**src/sv/cns_pkg.sv**
```systemverilog
// cns_pkg: shared constants, codes and coefficient tables for the colored noise shaper
// depends on nothing; imported by colored_noise_shaper
`timescale 1ns / 1ps
`default_nettype none

package cns_pkg;

    localparam int STATE_FRAC_BITS_DEF = 24;
    localparam int DATA_W              = 16;
    localparam int MODE_W              = 2;
    localparam int VOL_W               = 17;
    localparam int APB_DW              = 32;
    localparam int APB_AW              = 3;
    localparam int COEF_W              = 32;
    localparam int COEF_FRAC           = 30;
    localparam int DIGIT_W             = 32;

    localparam logic [VOL_W-1:0] VOL_RESET = 17'd19661;
    localparam logic [VOL_W-1:0] VOL_MAX   = 17'd65536;

    // register index, taken from paddr[2]
    localparam logic REG_MODE   = 1'b0;
    localparam logic REG_VOLUME = 1'b1;

    typedef enum logic [MODE_W-1:0] {
        MODE_WHITE = 2'd0,
        MODE_PINK  = 2'd1,
        MODE_BROWN = 2'd2,
        MODE_MUTE  = 2'd3
    } mode_t;

    // operand source of the shared multiplier
    typedef enum logic [2:0] {
        X_SEC,
        X_WF,
        X_SUM,
        X_Y,
        X_ACC
    } x_sel_t;

    // what happens with the rounded product
    typedef enum logic [2:0] {
        ACT_TMP,
        ACT_SEC,
        ACT_DIR,
        ACT_DLY,
        ACT_Y,
        ACT_BRN,
        ACT_V
    } act_t;

    typedef struct packed {
        x_sel_t              x_sel;
        logic [COEF_W-1:0]   coef_mag;
        logic                coef_neg;
        act_t                act;
    } op_ctl_t;

    // coefficient magnitudes, Q2.30
    localparam logic [COEF_W-1:0] COEF_DIRECT     = 32'd575740366;
    localparam logic [COEF_W-1:0] COEF_DELAY      = 32'd124474595;
    localparam logic [COEF_W-1:0] COEF_PINK_GAIN  = 32'd118111601;
    localparam logic [COEF_W-1:0] COEF_LEAK       = 32'd1070520599;
    localparam logic [COEF_W-1:0] COEF_BROWN_IN   = 32'd21474836;
    localparam logic [COEF_W-1:0] COEF_BROWN_GAIN = 32'd3758096384;

    localparam int PINK_SECTIONS = 6;

    function automatic logic [COEF_W-1:0] pole_mag(input logic [2:0] idx);
        logic [COEF_W-1:0] c;
        case (idx)
            3'd0:    c = 32'd1072517758;
            3'd1:    c = 32'd1066569229;
            3'd2:    c = 32'd1040455827;
            3'd3:    c = 32'd930397290;
            3'd4:    c = 32'd590558003;
            3'd5:    c = 32'd817761773;
            default: c = '0;
        endcase
        return c;
    endfunction

    function automatic logic [COEF_W-1:0] feed_mag(input logic [2:0] idx);
        logic [COEF_W-1:0] c;
        case (idx)
            3'd0:    c = 32'd59611891;
            3'd1:    c = 32'd80612134;
            3'd2:    c = 32'd165197327;
            3'd3:    c = 32'd333381374;
            3'd4:    c = 32'd572253067;
            3'd5:    c = 32'd18144089;
            default: c = '0;
        endcase
        return c;
    endfunction

    // the last section has negative pole and feed coefficients
    function automatic logic coef_is_neg(input logic [2:0] idx);
        return (idx == 3'd5);
    endfunction

endpackage

`default_nettype wire

```
**src/sv/colored_noise_shaper.sv**
```systemverilog
// colored_noise_shaper: white, pink (six-section filter) or brown noise shaping with volume
// depends on cns_pkg; one shared digit-serial multiplier under a small sequencer
`timescale 1ns / 1ps
`default_nettype none

// per item: N products (pink 16, brown 4, white 1, mute 0), each a load, ND digit passes
//   through the 32x32 multiplier, a round and an apply, ND = ceil((STATE_FRAC_BITS+11)/32);
//   then the output scale and round steps before the sample reaches m_tvalid
// s_tready is low while an item is in work and while a finished sample waits for the
//   output register to free up
// reset: synchronous, active low; clears filter state, mode (white) and volume (19661)
module colored_noise_shaper #(
    parameter int STATE_FRAC_BITS = cns_pkg::STATE_FRAC_BITS_DEF
) (
    input  logic                        aclk,
    input  logic                        aresetn,
    // input stream
    input  logic                        s_tvalid,
    output logic                        s_tready,
    input  logic [cns_pkg::DATA_W-1:0]  s_tdata,   // [15:0] white_sample
    // output stream
    output logic                        m_tvalid,
    input  logic                        m_tready,
    output logic [cns_pkg::DATA_W-1:0]  m_tdata,   // [15:0] audio_sample
    // register port
    input  logic                        psel,
    input  logic                        penable,
    input  logic                        pwrite,
    input  logic [cns_pkg::APB_AW-1:0]  paddr,
    input  logic [cns_pkg::APB_DW-1:0]  pwdata,
    output logic [cns_pkg::APB_DW-1:0]  prdata,
    output logic                        pready
);
    import cns_pkg::*;

    localparam int F   = STATE_FRAC_BITS;
    localparam int SW  = F + 8;                        // filter state, 8 integer bits
    localparam int XW  = F + 11;                       // sums and products
    localparam int ND  = (XW + DIGIT_W - 1) / DIGIT_W; // digit passes per product
    localparam int UXW = ND * DIGIT_W;
    localparam int PW  = UXW + COEF_W;                 // full product width
    localparam int MW  = F + 1;                        // clamped output magnitude
    localparam int PSW = F + 16;                       // magnitude times 32767
    localparam int DCW = (ND > 1) ? $clog2(ND) : 1;

    localparam logic signed [XW-1:0] ST_MAX = {{(XW-SW+1){1'b0}}, {(SW-1){1'b1}}};
    localparam logic signed [XW-1:0] ST_MIN = {{(XW-SW+1){1'b1}}, {(SW-1){1'b0}}};
    localparam logic signed [XW-1:0] V_MAX  = {{(XW-F-1){1'b0}}, 1'b1, {F{1'b0}}};
    localparam logic signed [XW-1:0] V_MIN  = {{(XW-F){1'b1}}, {F{1'b0}}};
    localparam logic [PW-1:0]        RND_HALF = PW'(1) << (COEF_FRAC - 1);
    localparam logic [F-1:0]         OUT_HALF = {1'b1, {(F-1){1'b0}}};

    typedef enum logic [2:0] {
        ST_IDLE,
        ST_LOAD,
        ST_MUL,
        ST_RND,
        ST_APPLY,
        ST_SCALE,
        ST_ROUND
    } state_t;

    // control and state registers
    state_t                 state_reg;
    logic [3:0]             op_reg;
    logic [DCW-1:0]         dig_reg;
    logic                   m_tvalid_reg;
    logic [DATA_W-1:0]      m_tdata_reg;
    mode_t                  mode_reg;
    logic [VOL_W-1:0]       vol_reg;
    logic signed [SW-1:0]   sec_reg [PINK_SECTIONS];
    logic signed [SW-1:0]   dly_reg;
    logic signed [SW-1:0]   brn_reg;

    // datapath registers
    logic [UXW-1:0]         ux_reg;
    logic [COEF_W-1:0]      uc_reg;
    logic                   neg_reg;
    logic [PW-1:0]          acc_reg;
    logic signed [XW-1:0]   q_reg;
    logic signed [XW-1:0]   wf_reg;
    logic signed [XW-1:0]   tmp_reg;
    logic signed [XW-1:0]   sum_reg;
    logic signed [XW-1:0]   y_reg;
    logic signed [XW-1:0]   v_reg;
    logic [PSW-1:0]         p_reg;
    logic                   pneg_reg;

    // combinational helpers
    op_ctl_t                ctl;
    logic [2:0]             sec_idx;
    logic signed [SW-1:0]   sec_rd;
    logic signed [XW-1:0]   x_op;
    logic [XW-1:0]          x_abs;
    logic signed [XW-1:0]   wf_in;
    logic [2*DIGIT_W:0]     digit_prod;
    logic [PW-1:0]          acc_next;
    logic [PW-1:0]          rnd_sum;
    logic [XW-1:0]          q_mag;
    logic signed [XW-1:0]   tmp_plus_q;
    logic signed [SW-1:0]   tmp_plus_q_sat;
    logic signed [XW-1:0]   v_clamp;
    logic [XW-1:0]          v_abs;
    logic [MW-1:0]          v_mag;
    logic [DATA_W-1:0]      out_q;
    logic [F-1:0]           out_r;
    logic                   out_up;
    logic [DATA_W-1:0]      out_qr;
    logic [DATA_W-1:0]      out_s;
    logic                   in_beat;
    logic                   cfg_wr;
    logic                   out_free;
    logic                   out_load;
    logic [VOL_W-1:0]       vol_wdata;

    function automatic logic signed [SW-1:0] sat_state(input logic signed [XW-1:0] a);
        logic signed [SW-1:0] r;
        if (a > ST_MAX) begin
            r = ST_MAX[SW-1:0];
        end else if (a < ST_MIN) begin
            r = ST_MIN[SW-1:0];
        end else begin
            r = a[SW-1:0];
        end
        return r;
    endfunction

    assign s_tready = (state_reg == ST_IDLE);
    assign in_beat  = s_tvalid && s_tready;
    assign m_tvalid = m_tvalid_reg;
    assign m_tdata  = m_tdata_reg;
    assign out_free = !m_tvalid_reg || m_tready;
    assign out_load = (state_reg == ST_ROUND) && out_free;

    // register port: writes land on psel & penable & pwrite, no wait states
    assign pready    = 1'b1;
    assign cfg_wr    = psel && penable && pwrite && pready;
    assign vol_wdata = (pwdata[VOL_W-1:0] > VOL_MAX) ? VOL_MAX : pwdata[VOL_W-1:0];

    always_comb begin
        unique case (paddr[2])
            REG_MODE:   prdata = {{(APB_DW-MODE_W){1'b0}}, mode_reg};
            REG_VOLUME: prdata = {{(APB_DW-VOL_W){1'b0}}, vol_reg};
            default:    prdata = '0;
        endcase
    end

    // white sample as a state-format value
    assign wf_in = {{(XW-1-F){s_tdata[DATA_W-1]}}, s_tdata, {(F-15){1'b0}}};

    // op decode: pink alternates pole and feed products per section, then the direct
    // term, the delayed term, the 0.11 gain and the volume; brown is leak, input,
    // 3.5 gain and volume; white only needs the volume product
    assign sec_idx = op_reg[3:1];

    always_comb begin
        ctl.x_sel    = X_Y;
        ctl.coef_mag = {1'b0, vol_reg, 14'b0};
        ctl.coef_neg = 1'b0;
        ctl.act      = ACT_V;
        unique case (mode_reg)
            MODE_PINK: begin
                if (op_reg < 4'd12) begin
                    ctl.coef_neg = coef_is_neg(sec_idx);
                    if (!op_reg[0]) begin
                        ctl.x_sel    = X_SEC;
                        ctl.coef_mag = pole_mag(sec_idx);
                        ctl.act      = ACT_TMP;
                    end else begin
                        ctl.x_sel    = X_WF;
                        ctl.coef_mag = feed_mag(sec_idx);
                        ctl.act      = ACT_SEC;
                    end
                end else begin
                    case (op_reg[1:0])
                        2'd0: begin
                            ctl.x_sel    = X_WF;
                            ctl.coef_mag = COEF_DIRECT;
                            ctl.act      = ACT_DIR;
                        end
                        2'd1: begin
                            ctl.x_sel    = X_WF;
                            ctl.coef_mag = COEF_DELAY;
                            ctl.act      = ACT_DLY;
                        end
                        2'd2: begin
                            ctl.x_sel    = X_SUM;
                            ctl.coef_mag = COEF_PINK_GAIN;
                            ctl.act      = ACT_Y;
                        end
                        default: begin
                            ctl.x_sel    = X_Y;
                            ctl.coef_mag = {1'b0, vol_reg, 14'b0};
                            ctl.act      = ACT_V;
                        end
                    endcase
                end
            end
            MODE_BROWN: begin
                case (op_reg[1:0])
                    2'd0: begin
                        ctl.x_sel    = X_ACC;
                        ctl.coef_mag = COEF_LEAK;
                        ctl.act      = ACT_TMP;
                    end
                    2'd1: begin
                        ctl.x_sel    = X_WF;
                        ctl.coef_mag = COEF_BROWN_IN;
                        ctl.act      = ACT_BRN;
                    end
                    2'd2: begin
                        ctl.x_sel    = X_ACC;
                        ctl.coef_mag = COEF_BROWN_GAIN;
                        ctl.act      = ACT_Y;
                    end
                    default: begin
                        ctl.x_sel    = X_Y;
                        ctl.coef_mag = {1'b0, vol_reg, 14'b0};
                        ctl.act      = ACT_V;
                    end
                endcase
            end
            default: begin
                ctl.x_sel    = X_Y;
                ctl.coef_mag = {1'b0, vol_reg, 14'b0};
                ctl.act      = ACT_V;
            end
        endcase
    end

    // operand select
    assign sec_rd = (sec_idx < 3'(PINK_SECTIONS)) ? sec_reg[sec_idx] : '0;

    always_comb begin
        case (ctl.x_sel)
            X_SEC:   x_op = {{(XW-SW){sec_rd[SW-1]}}, sec_rd};
            X_WF:    x_op = wf_reg;
            X_SUM:   x_op = sum_reg;
            X_ACC:   x_op = {{(XW-SW){brn_reg[SW-1]}}, brn_reg};
            default: x_op = y_reg;
        endcase
    end

    assign x_abs = x_op[XW-1] ? (~x_op + XW'(1)) : x_op;

    // one digit pass: shift the partial product up and add the next digit times coef
    assign digit_prod = (2*DIGIT_W+1)'(ux_reg[UXW-1 -: DIGIT_W] * uc_reg);
    assign acc_next   = (acc_reg << DIGIT_W) + PW'(digit_prod);

    // round the magnitude half up, so ties go away from zero after the sign
    assign rnd_sum = acc_reg + RND_HALF;
    assign q_mag   = rnd_sum[COEF_FRAC +: XW];

    assign tmp_plus_q     = tmp_reg + q_reg;
    assign tmp_plus_q_sat = sat_state(tmp_plus_q);

    assign v_clamp = (q_reg > V_MAX) ? V_MAX : ((q_reg < V_MIN) ? V_MIN : q_reg);

    // output scaling: |v| * 32767 as a shift and subtract
    assign v_abs = v_reg[XW-1] ? (~v_reg + XW'(1)) : v_reg;
    assign v_mag = v_abs[MW-1:0];

    // round to nearest, ties to even
    assign out_q  = p_reg[PSW-1:F];
    assign out_r  = p_reg[F-1:0];
    assign out_up = (out_r > OUT_HALF) || ((out_r == OUT_HALF) && out_q[0]);
    assign out_qr = out_q + DATA_W'(out_up);
    assign out_s  = pneg_reg ? (~out_qr + DATA_W'(1)) : out_qr;

    // sequencer, filter state and output beat
    always_ff @(posedge aclk) begin
        if (!aresetn) begin
            state_reg    <= ST_IDLE;
            op_reg       <= '0;
            dig_reg      <= '0;
            m_tvalid_reg <= 1'b0;
            mode_reg     <= MODE_WHITE;
            vol_reg      <= VOL_RESET;
            for (int i = 0; i < PINK_SECTIONS; i++) begin
                sec_reg[i] <= '0;
            end
            dly_reg      <= '0;
            brn_reg      <= '0;
        end else begin
            if (cfg_wr) begin
                if (paddr[2] == REG_VOLUME) begin
                    vol_reg <= vol_wdata;
                end else begin
                    mode_reg <= mode_t'(pwdata[MODE_W-1:0]);
                end
            end

            if (out_load) begin
                m_tvalid_reg <= 1'b1;
            end else if (m_tvalid_reg && m_tready) begin
                m_tvalid_reg <= 1'b0;
            end

            unique case (state_reg)
                ST_IDLE: begin
                    if (in_beat) begin
                        op_reg <= '0;
                        // mute skips all products and emits zero
                        state_reg <= (mode_reg == MODE_MUTE) ? ST_SCALE : ST_LOAD;
                    end
                end
                ST_LOAD: begin
                    dig_reg   <= '0;
                    state_reg <= ST_MUL;
                end
                ST_MUL: begin
                    dig_reg <= dig_reg + DCW'(1);
                    if (dig_reg == DCW'(ND - 1)) begin
                        state_reg <= ST_RND;
                    end
                end
                ST_RND: begin
                    state_reg <= ST_APPLY;
                end
                ST_APPLY: begin
                    case (ctl.act)
                        ACT_SEC: sec_reg[sec_idx] <= tmp_plus_q_sat;
                        ACT_DLY: dly_reg          <= sat_state(q_reg);
                        ACT_BRN: brn_reg          <= tmp_plus_q_sat;
                        default: ;
                    endcase
                    op_reg    <= op_reg + 4'd1;
                    state_reg <= (ctl.act == ACT_V) ? ST_SCALE : ST_LOAD;
                end
                ST_SCALE: begin
                    state_reg <= ST_ROUND;
                end
                ST_ROUND: begin
                    // hold here until the output register is free
                    if (out_free) begin
                        m_tdata_reg  <= out_s;
                        state_reg    <= ST_IDLE;
                    end
                end
                default: state_reg <= ST_IDLE;
            endcase
        end
    end

    // datapath payload
    always_ff @(posedge aclk) begin
        unique case (state_reg)
            ST_IDLE: begin
                if (in_beat) begin
                    wf_reg  <= wf_in;
                    y_reg   <= wf_in;
                    sum_reg <= '0;
                    v_reg   <= '0;
                end
            end
            ST_LOAD: begin
                ux_reg  <= {{(UXW-XW){1'b0}}, x_abs};
                uc_reg  <= ctl.coef_mag;
                neg_reg <= x_op[XW-1] ^ ctl.coef_neg;
                acc_reg <= '0;
            end
            ST_MUL: begin
                acc_reg <= acc_next;
                ux_reg  <= ux_reg << DIGIT_W;
            end
            ST_RND: begin
                q_reg <= neg_reg ? (~q_mag + XW'(1)) : q_mag;
            end
            ST_APPLY: begin
                case (ctl.act)
                    ACT_TMP: tmp_reg <= q_reg;
                    ACT_SEC: sum_reg <= sum_reg + {{(XW-SW){tmp_plus_q_sat[SW-1]}},
                                                   tmp_plus_q_sat};
                    ACT_DIR: sum_reg <= sum_reg + {{(XW-SW){dly_reg[SW-1]}}, dly_reg}
                                        + q_reg;
                    ACT_Y:   y_reg   <= q_reg;
                    ACT_V:   v_reg   <= v_clamp;
                    default: ;
                endcase
            end
            ST_SCALE: begin
                p_reg    <= {v_mag, 15'b0} - PSW'(v_mag);
                pneg_reg <= v_reg[XW-1];
            end
            ST_ROUND: ;
            default: ;
        endcase
    end

endmodule

`default_nettype wire

```
**config.mk**
```make
export PLATFORM = sky130hd
export DESIGN_NAME = colored_noise_shaper
export DESIGN_NICKNAME = d
export VERILOG_FILES = /design/src/sv/cns_pkg.sv /design/src/sv/colored_noise_shaper.sv
export SDC_FILE = /design/constraint.sdc
export NUM_CORES = 2
export LEC_CHECK = 0
export BUFFER_PORTS_ARGS = -buffer_cell sky130_fd_sc_hd__buf_2
export CORE_UTILIZATION = 45
export CTS_BUF_LIST = sky130_fd_sc_hd__clkbuf_8 sky130_fd_sc_hd__clkbuf_16
export CTS_CLUSTER_DIAMETER = 40
export DETAILED_ROUTE_END_ITERATION = 6
export HOLD_SLACK_MARGIN = 0.12
export SLEW_MARGIN = 20
export SYNTH_ARGS = -nofsm -noshare
export SYNTH_HDL_FRONTEND = slang
export SYNTH_SLANG_ARGS = --single-unit
```
**constraint.sdc**
```tcl
create_clock -name aclk -period 15.4 [get_ports aclk]
set_input_delay 0.77 -clock aclk [delete_from_list [all_inputs] [get_ports aclk]]
set_output_delay 0.77 -clock aclk [all_outputs]
set_load 0.01 [all_outputs]
```
# After elaboration in Yosys (flattened, before gate mapping)
# Memories as Yosys holds them, arrays and structs flattened. A register that Yosys moved wholly into a read port is not among the register bits.
# Cells that the tools add are included.
# Widths: inputs -> output; s select.
[op_classes]
bitwise = 6
muxes = 59
n_eq_ne = 32
n_mul = 1
reduce_logical = 30
n_addsub = 14
order_cmp = 10
[ops]
columns = ["op", "n"]
rows = [
  ["$pmux 30 s6", 2],
  ["$pmux 35 s2", 5],
  ["$mux 35", 9],
  ["$mux 32", 6],
  ["$add 35x35->35", 4],
  ["$pmux 35 s4", 1],
  ["$pmux 65 s2", 1],
  ["$pmux 64 s2", 1],
  ["$pmux 35 s3", 1],
  ["$pmux 34 s3", 1],
  ["$gt 35x32->1 const B", 2],
  ["$lt 35x32->1 const B", 2],
  ["$not 35->35", 2],
  ["$add 65x30->65 const B", 1],
  ["$add 65x64->65", 1],
  ["$mul 32x32->64", 1],
  ["$pmux 32 s2", 1],
  ["$sub 40x25->40", 1],
  ["$add 35x1->35 const B", 1],
  ["$add 35x2->35 const B", 1],
  ["$gt 35x26->1 const B", 1],
  ["$lt 35x25->1 const B", 1],
  ["$mux 33", 1],
  ["$reduce_or 32->1", 1],
  ["41 further kinds", 104],
]
[totals]
reg_bits = 502
word_cells = 174
out_inout_bits = 51
memories = 1
ram_bits = 192
[mem_list]
columns = ["name", "words", "word_bits", "rd", "rd_clocked_by_memory_dff", "wr", "line_no", "text"]
rows = [
  ["sec_reg", 6, 32, 1, 1, 6, "colored_noise_shaper.sv:71", "logic signed [SW-1:0] sec_reg [PINK_SECTIONS];"],
]

# Longest topological paths before layout
[logic_depth]
ltp_word = 11
ltp_mapped = 31
depth_no_buf = 29

# Least setup slack after synthesis
# OpenSTA, ideal clock, no wires.
[synth_path]
kind = "reg-to-reg"
start = "register state_reg[0]"
end = "register dig_reg"
synth_period_minus_slack_ns = 10.715
stages_incl_launch_ff = 6
arrival_time_ns = 10.589
n_path_buf = 1
t_required_ns = 15.274
path_slack_ns = 4.685
cell_sequence = "dfxtp_1 clkbuf_1 nand2b_1 o21ai_0 mux2i_1 and2_1"
[synth_between]
elab_chain_cells = 2
word_cells_on_any_way = 4
cone_classes = "eq/ne: 2; mux: 1; reduce/logical: 1"
[synth_rtl]
columns = ["item", "line_no", "text"]
rows = [
  ["start, declared", "colored_noise_shaper.sv:64", "state_t state_reg;"],
  ["start signal, assigned", "colored_noise_shaper.sv:304", "state_reg <= (mode_reg == MODE_MUTE) ? ST_SCALE : ST_LOAD;"],
  ["start signal, assigned", "colored_noise_shaper.sv:328", "state_reg <= (ctl.act == ACT_V) ? ST_SCALE : ST_LOAD;"],
  ["$eq 3x2->1 or $eq 3x1->1 (tied branches)", "colored_noise_shaper.sv:299", "unique case (state_reg)"],
  ["$pmux 1 s2 or $reduce_bool 2->1 (tied branches)", "--", ""],
  ["end signal, assigned", "colored_noise_shaper.sv:312", "dig_reg <= dig_reg + DCW'(1);"],
  ["end, declared", "colored_noise_shaper.sv:66", "logic [DCW-1:0] dig_reg;"],
]
# Several ways; a longest one is shown, not always the timed one.
# A chain may end at the register's enable or synchronous reset.

# Worst setup path in the final report
[layout_path]
start = "register q_reg[0]"
end = "register sum_reg[34] (data pin)"
[layout_between]
elab_chain_cells = 7
word_cells_on_any_way = 9
cone_classes = "add/sub: 3; order compare: 2; mux: 4"
[layout_rtl]
columns = ["item", "line_no", "text"]
rows = [
  ["start, declared", "colored_noise_shaper.sv:80", "logic signed [XW-1:0] q_reg;"],
  ["start signal, assigned", "colored_noise_shaper.sv:367", "q_reg <= neg_reg ? (~q_mag + XW'(1)) : q_mag;"],
  ["$add 35x35->35 (*)", "colored_noise_shaper.sv:254", "assign tmp_plus_q = tmp_reg + q_reg;"],
  ["$lt 35x32->1", "colored_noise_shaper.sv:120", "end else if (a < ST_MIN) begin"],
  ["$mux 32", "colored_noise_shaper.sv:120", ""],
  ["$mux 32 (*)", "colored_noise_shaper.sv:118", "if (a > ST_MAX) begin"],
  ["via tmp_plus_q_sat[31]", "colored_noise_shaper.sv:101", "logic signed [SW-1:0] tmp_plus_q_sat;"],
  ["$add 35x35->35 (*)", "colored_noise_shaper.sv:372", "ACT_SEC: sum_reg <= sum_reg + {{(XW-SW){tmp_plus_q_sat[SW-1]}},"],
  ["$pmux 35 s2 (*)", "colored_noise_shaper.sv:370", "case (ctl.act)"],
  ["$pmux 35 s2 (*)", "colored_noise_shaper.sv:347", "unique case (state_reg)"],
  ["end signal, assigned", "colored_noise_shaper.sv:372", ""],
  ["end signal, assigned", "colored_noise_shaper.sv:374", "ACT_DIR: sum_reg <= sum_reg + {{(XW-SW){dly_reg[SW-1]}}, dly_reg}"],
  ["end, declared", "colored_noise_shaper.sv:83", "logic signed [XW-1:0] sum_reg;"],
]
# The timed path passes the listed nets; every way through them passes the cells marked *.

==> impl_metrics.yaml <==
grt:
  grt_max_degree: 86
  initial_antenna_violation_count: 5
  number_of_global_route_vias_before_repair: 57800
  gr-usage-all-layers_pct: 27.1
  grt_first_pass_wirelength_um: 349000
  grt_total_ovfl: 0
timing:
  final.setup.tns_ps: 0
  timing_hold_violations_final: 0
  whs_ps: 181
  max_slew_margin_pct: 27.6
  max_slew.worst_pin.slew_ps: 1080
  clock_skew_ps: 86.9
  report.final.slew_viol_count: 0
  rsz0062_at_grt: "no"
  final_min_period_over_clock_period_pct: 60.5
  final-setup-viol-count: 0
  final.min_clock_period_ps: 9320
  timing.final.ws_setup_ps: 6080
  fmax_mhz: 107
synth:
  synthArstFlopShare_pct: 0
  post-synth-top-area-fraction_pct: 26.1
  yosys-mux-area-fraction_pct: 2.61
  yosys.area_share.simple_pct: 15.7
  synth_most_common_cell: "sky130_fd_sc_hd__inv_1"
  sequential_element_share_of_the_synthesized_area_pct: 28.6
  postSynthAreaPerCell_um2: 9.96
  synth_fa_ha_area_share_pct: 32.3
  synth_enable_flop_cells: 657
  mappedNetlistArea_um2: 75600
  synth.distinct_cells: 107
  syn-instance-count: 7589
  most_frequent_cells_after_synthesis: "sky130_fd_sc_hd__inv_1, sky130_fd_sc_hd__fa_1, sky130_fd_sc_hd__nand2_1, sky130_fd_sc_hd__edfxtp_1, sky130_fd_sc_hd__nor2_1"
  post-synth-top-area-cell: "sky130_fd_sc_hd__edfxtp_1"
  synth.ff_latch_count: 752
  synth.top_cells.by_area: "sky130_fd_sc_hd__edfxtp_1, sky130_fd_sc_hd__fa_1, sky130_fd_sc_hd__ha_1"
  ys.flop_type: "sky130_fd_sc_hd__edfxtp_1"
  combinational_family_with_the_most_area_after_synthesis: "adder cells"
  yosys_warnings: 0
  synth_compound_area_share_pct: 9.30
  synth_xor_area_share_pct: 3.82
floorplan:
  core_um2: 167000
  design.die.area_um2: 170000
  die_height_um: 412
  effective_utilization_at_floorplan_pct: 45.2
  count_of_standard_cell_rows: 150
  fp.dieW_um: 412
  io_pins: 109
critical_path:
  cp_arrival_ps: 9770
  worst_setup_path_start_kind: "flip-flop"
  crit_path_start: "q_reg[0]"
  crit_fanout: 21
  crit_required_ps: 15850
  worstSetupEndpointType: "flip-flop"
  timing_worst_setup_path_type: "flip-flop to flip-flop"
  r2r-start: "q_reg[0]"
cells_and_area:
  largest_reg_flops: 256
  final_core_util_pct: 49.4
  finish.net_count: 8959
  syn2layout_area_growth_pct: 9.18
  layout-drive-gt1-share_pct: 7.97
  fillerInstances: 15500
cts:
  cts_post_setup_buffers_inserted: 0
  cts_tree: "built"
  clock_sink_count: 752
  root_buffer: "sky130_fd_sc_hd__clkbuf_16"
  hold_fix_buffers_cts: 0
  ctsHtreeMaxLevel: 3
  clock_path_buffers: 3
  cts.repair.resized: 0
  cts_inserted_buffers: 115
  clk_transition_reported_paths_ps: 60
  insertion_delay_ps: 790
drt:
  firstDrtPassIters: 6
  routed_wirelength_um: 227000
  detail_route.vias_per_cell: 5.69
  drt_iter0_markers: 4493
  detailroute.via_count: 56000
  route.detailed.wl_per_inst_um: 23.0
  number_of_nets_with_antenna_violations_after_detailed_routing: 0
  drc: 0
worst_hold_path:
  worstHoldPathType: "primary input to flip-flop"
  hold_path_start: "s_tdata[9]"
outcome:
  status: "complete, no violations"
job:
  max_cap_viol_count: 0
placed_design:
  io_buffer_count: 75
  dp_slack_ps: 6150
  routabilityCongestion: 0.965
  place.detailed.hpwl_um: 162000
## layout make-up
type	instances	area [um2]	area share, %
sequential	752	21600	26.2
multi-input combinational	5372	48400	58.7
antenna	6	15.0	0.0182
inverter	1056	3960	4.80
tap	2204	2760	3.34
clock inverter	103	1240	1.50
timing repair buffer	232	1560	1.89
clock buffer	116	2890	3.50
## worst max-delay path, stage by stage, from the launching register on
cell,delay (ps)
sky130_fd_sc_hd__edfxtp_1,530
sky130_fd_sc_hd__ha_1,310
sky130_fd_sc_hd__fa_1,430
sky130_fd_sc_hd__a211oi_1,360
sky130_fd_sc_hd__o21ai_0,280
sky130_fd_sc_hd__a31o_2,350
sky130_fd_sc_hd__a311oi_1,570
sky130_fd_sc_hd__o31ai_1,270
sky130_fd_sc_hd__a41oi_1,350
sky130_fd_sc_hd__xnor2_1,120
sky130_fd_sc_hd__inv_1,470
sky130_fd_sc_hd__a21oi_2,270
sky130_fd_sc_hd__buf_4,290
sky130_fd_sc_hd__a21oi_1,510
sky130_fd_sc_hd__inv_1,100
sky130_fd_sc_hd__ha_1,230
sky130_fd_sc_hd__fa_1,450
sky130_fd_sc_hd__a211oi_1,380
sky130_fd_sc_hd__o21ai_0,270
sky130_fd_sc_hd__a211oi_1,510
sky130_fd_sc_hd__o31a_1,430
sky130_fd_sc_hd__nor2_1,110
sky130_fd_sc_hd__o41a_1,470
sky130_fd_sc_hd__a41oi_1,350
sky130_fd_sc_hd__a21oi_1,150
sky130_fd_sc_hd__o22ai_1,200
sky130_fd_sc_hd__xnor2_1,150
sky130_fd_sc_hd__a211oi_1,90
## routing by layer
layer  track usage (%)  vias to the layer above  share of wire [%]
met5                 0                        -             0.0057
met1              34.5                    28800                 40
met2              45.9                     1887                 49
met3              3.82                      485                6.2
li1                  -                    24900                  -
met4              11.9                        2                4.5
## layout by cell type (no fill, tap or decap), types with 66 or more instances in the layout
master and instances:
sky130_fd_sc_hd__nand2_1 951, sky130_fd_sc_hd__a21oi_1 317, sky130_fd_sc_hd__and3_1 73, sky130_fd_sc_hd__buf_2 75
sky130_fd_sc_hd__edfxtp_1 657, sky130_fd_sc_hd__nand3_1 98, sky130_fd_sc_hd__inv_1 1059, sky130_fd_sc_hd__nor3_1 71
sky130_fd_sc_hd__fa_1 967, sky130_fd_sc_hd__a21o_1 109, sky130_fd_sc_hd__nor2_1 502, sky130_fd_sc_hd__dfxtp_1 92
sky130_fd_sc_hd__nand4_1 66, sky130_fd_sc_hd__clkbuf_16 115, sky130_fd_sc_hd__and2_1 502, sky130_fd_sc_hd__buf_4 156
sky130_fd_sc_hd__o21ai_0 186, sky130_fd_sc_hd__xor2_1 134, sky130_fd_sc_hd__xnor2_1 196, sky130_fd_sc_hd__ha_1 405
## per-stage QoR
| step | instances | area, um2 |
|---|---|---|
| after floorplan | 7603 | 75600 |
| after global placement | 9616 | 78300 |
| after detailed placement | 9616 | 78300 |
| after CTS | 9835 | 82500 |
| after global routing | 9835 | 82500 |
| final | 9841 | 82500 |
## cell families (layout without fill, tap and decap cells)
logic type      count (synthesis)  count (layout)
simple gates                 2480            2480
buf+inv                      1479            1507
fa+ha+maj                    1372            1372
compound gates               1060            1060
flops                         752             752
xor+xnor                      330             330
mux                           114             114
other cells                     2              22
## path summary, 6_finish.rpt
check             slack (ps)     endpoint  cells after the start
hold / removal           180   wf_reg[18]                      1
hold reg to reg          460   dly_reg[0]                      2
setup reg to reg        6080  sum_reg[34]                     27
setup / recovery        6080  sum_reg[34]                     27
Power is left out: the tool's default activity adds up to more than one toggle a clock period on the data nets, which glitch-free logic cannot reach.
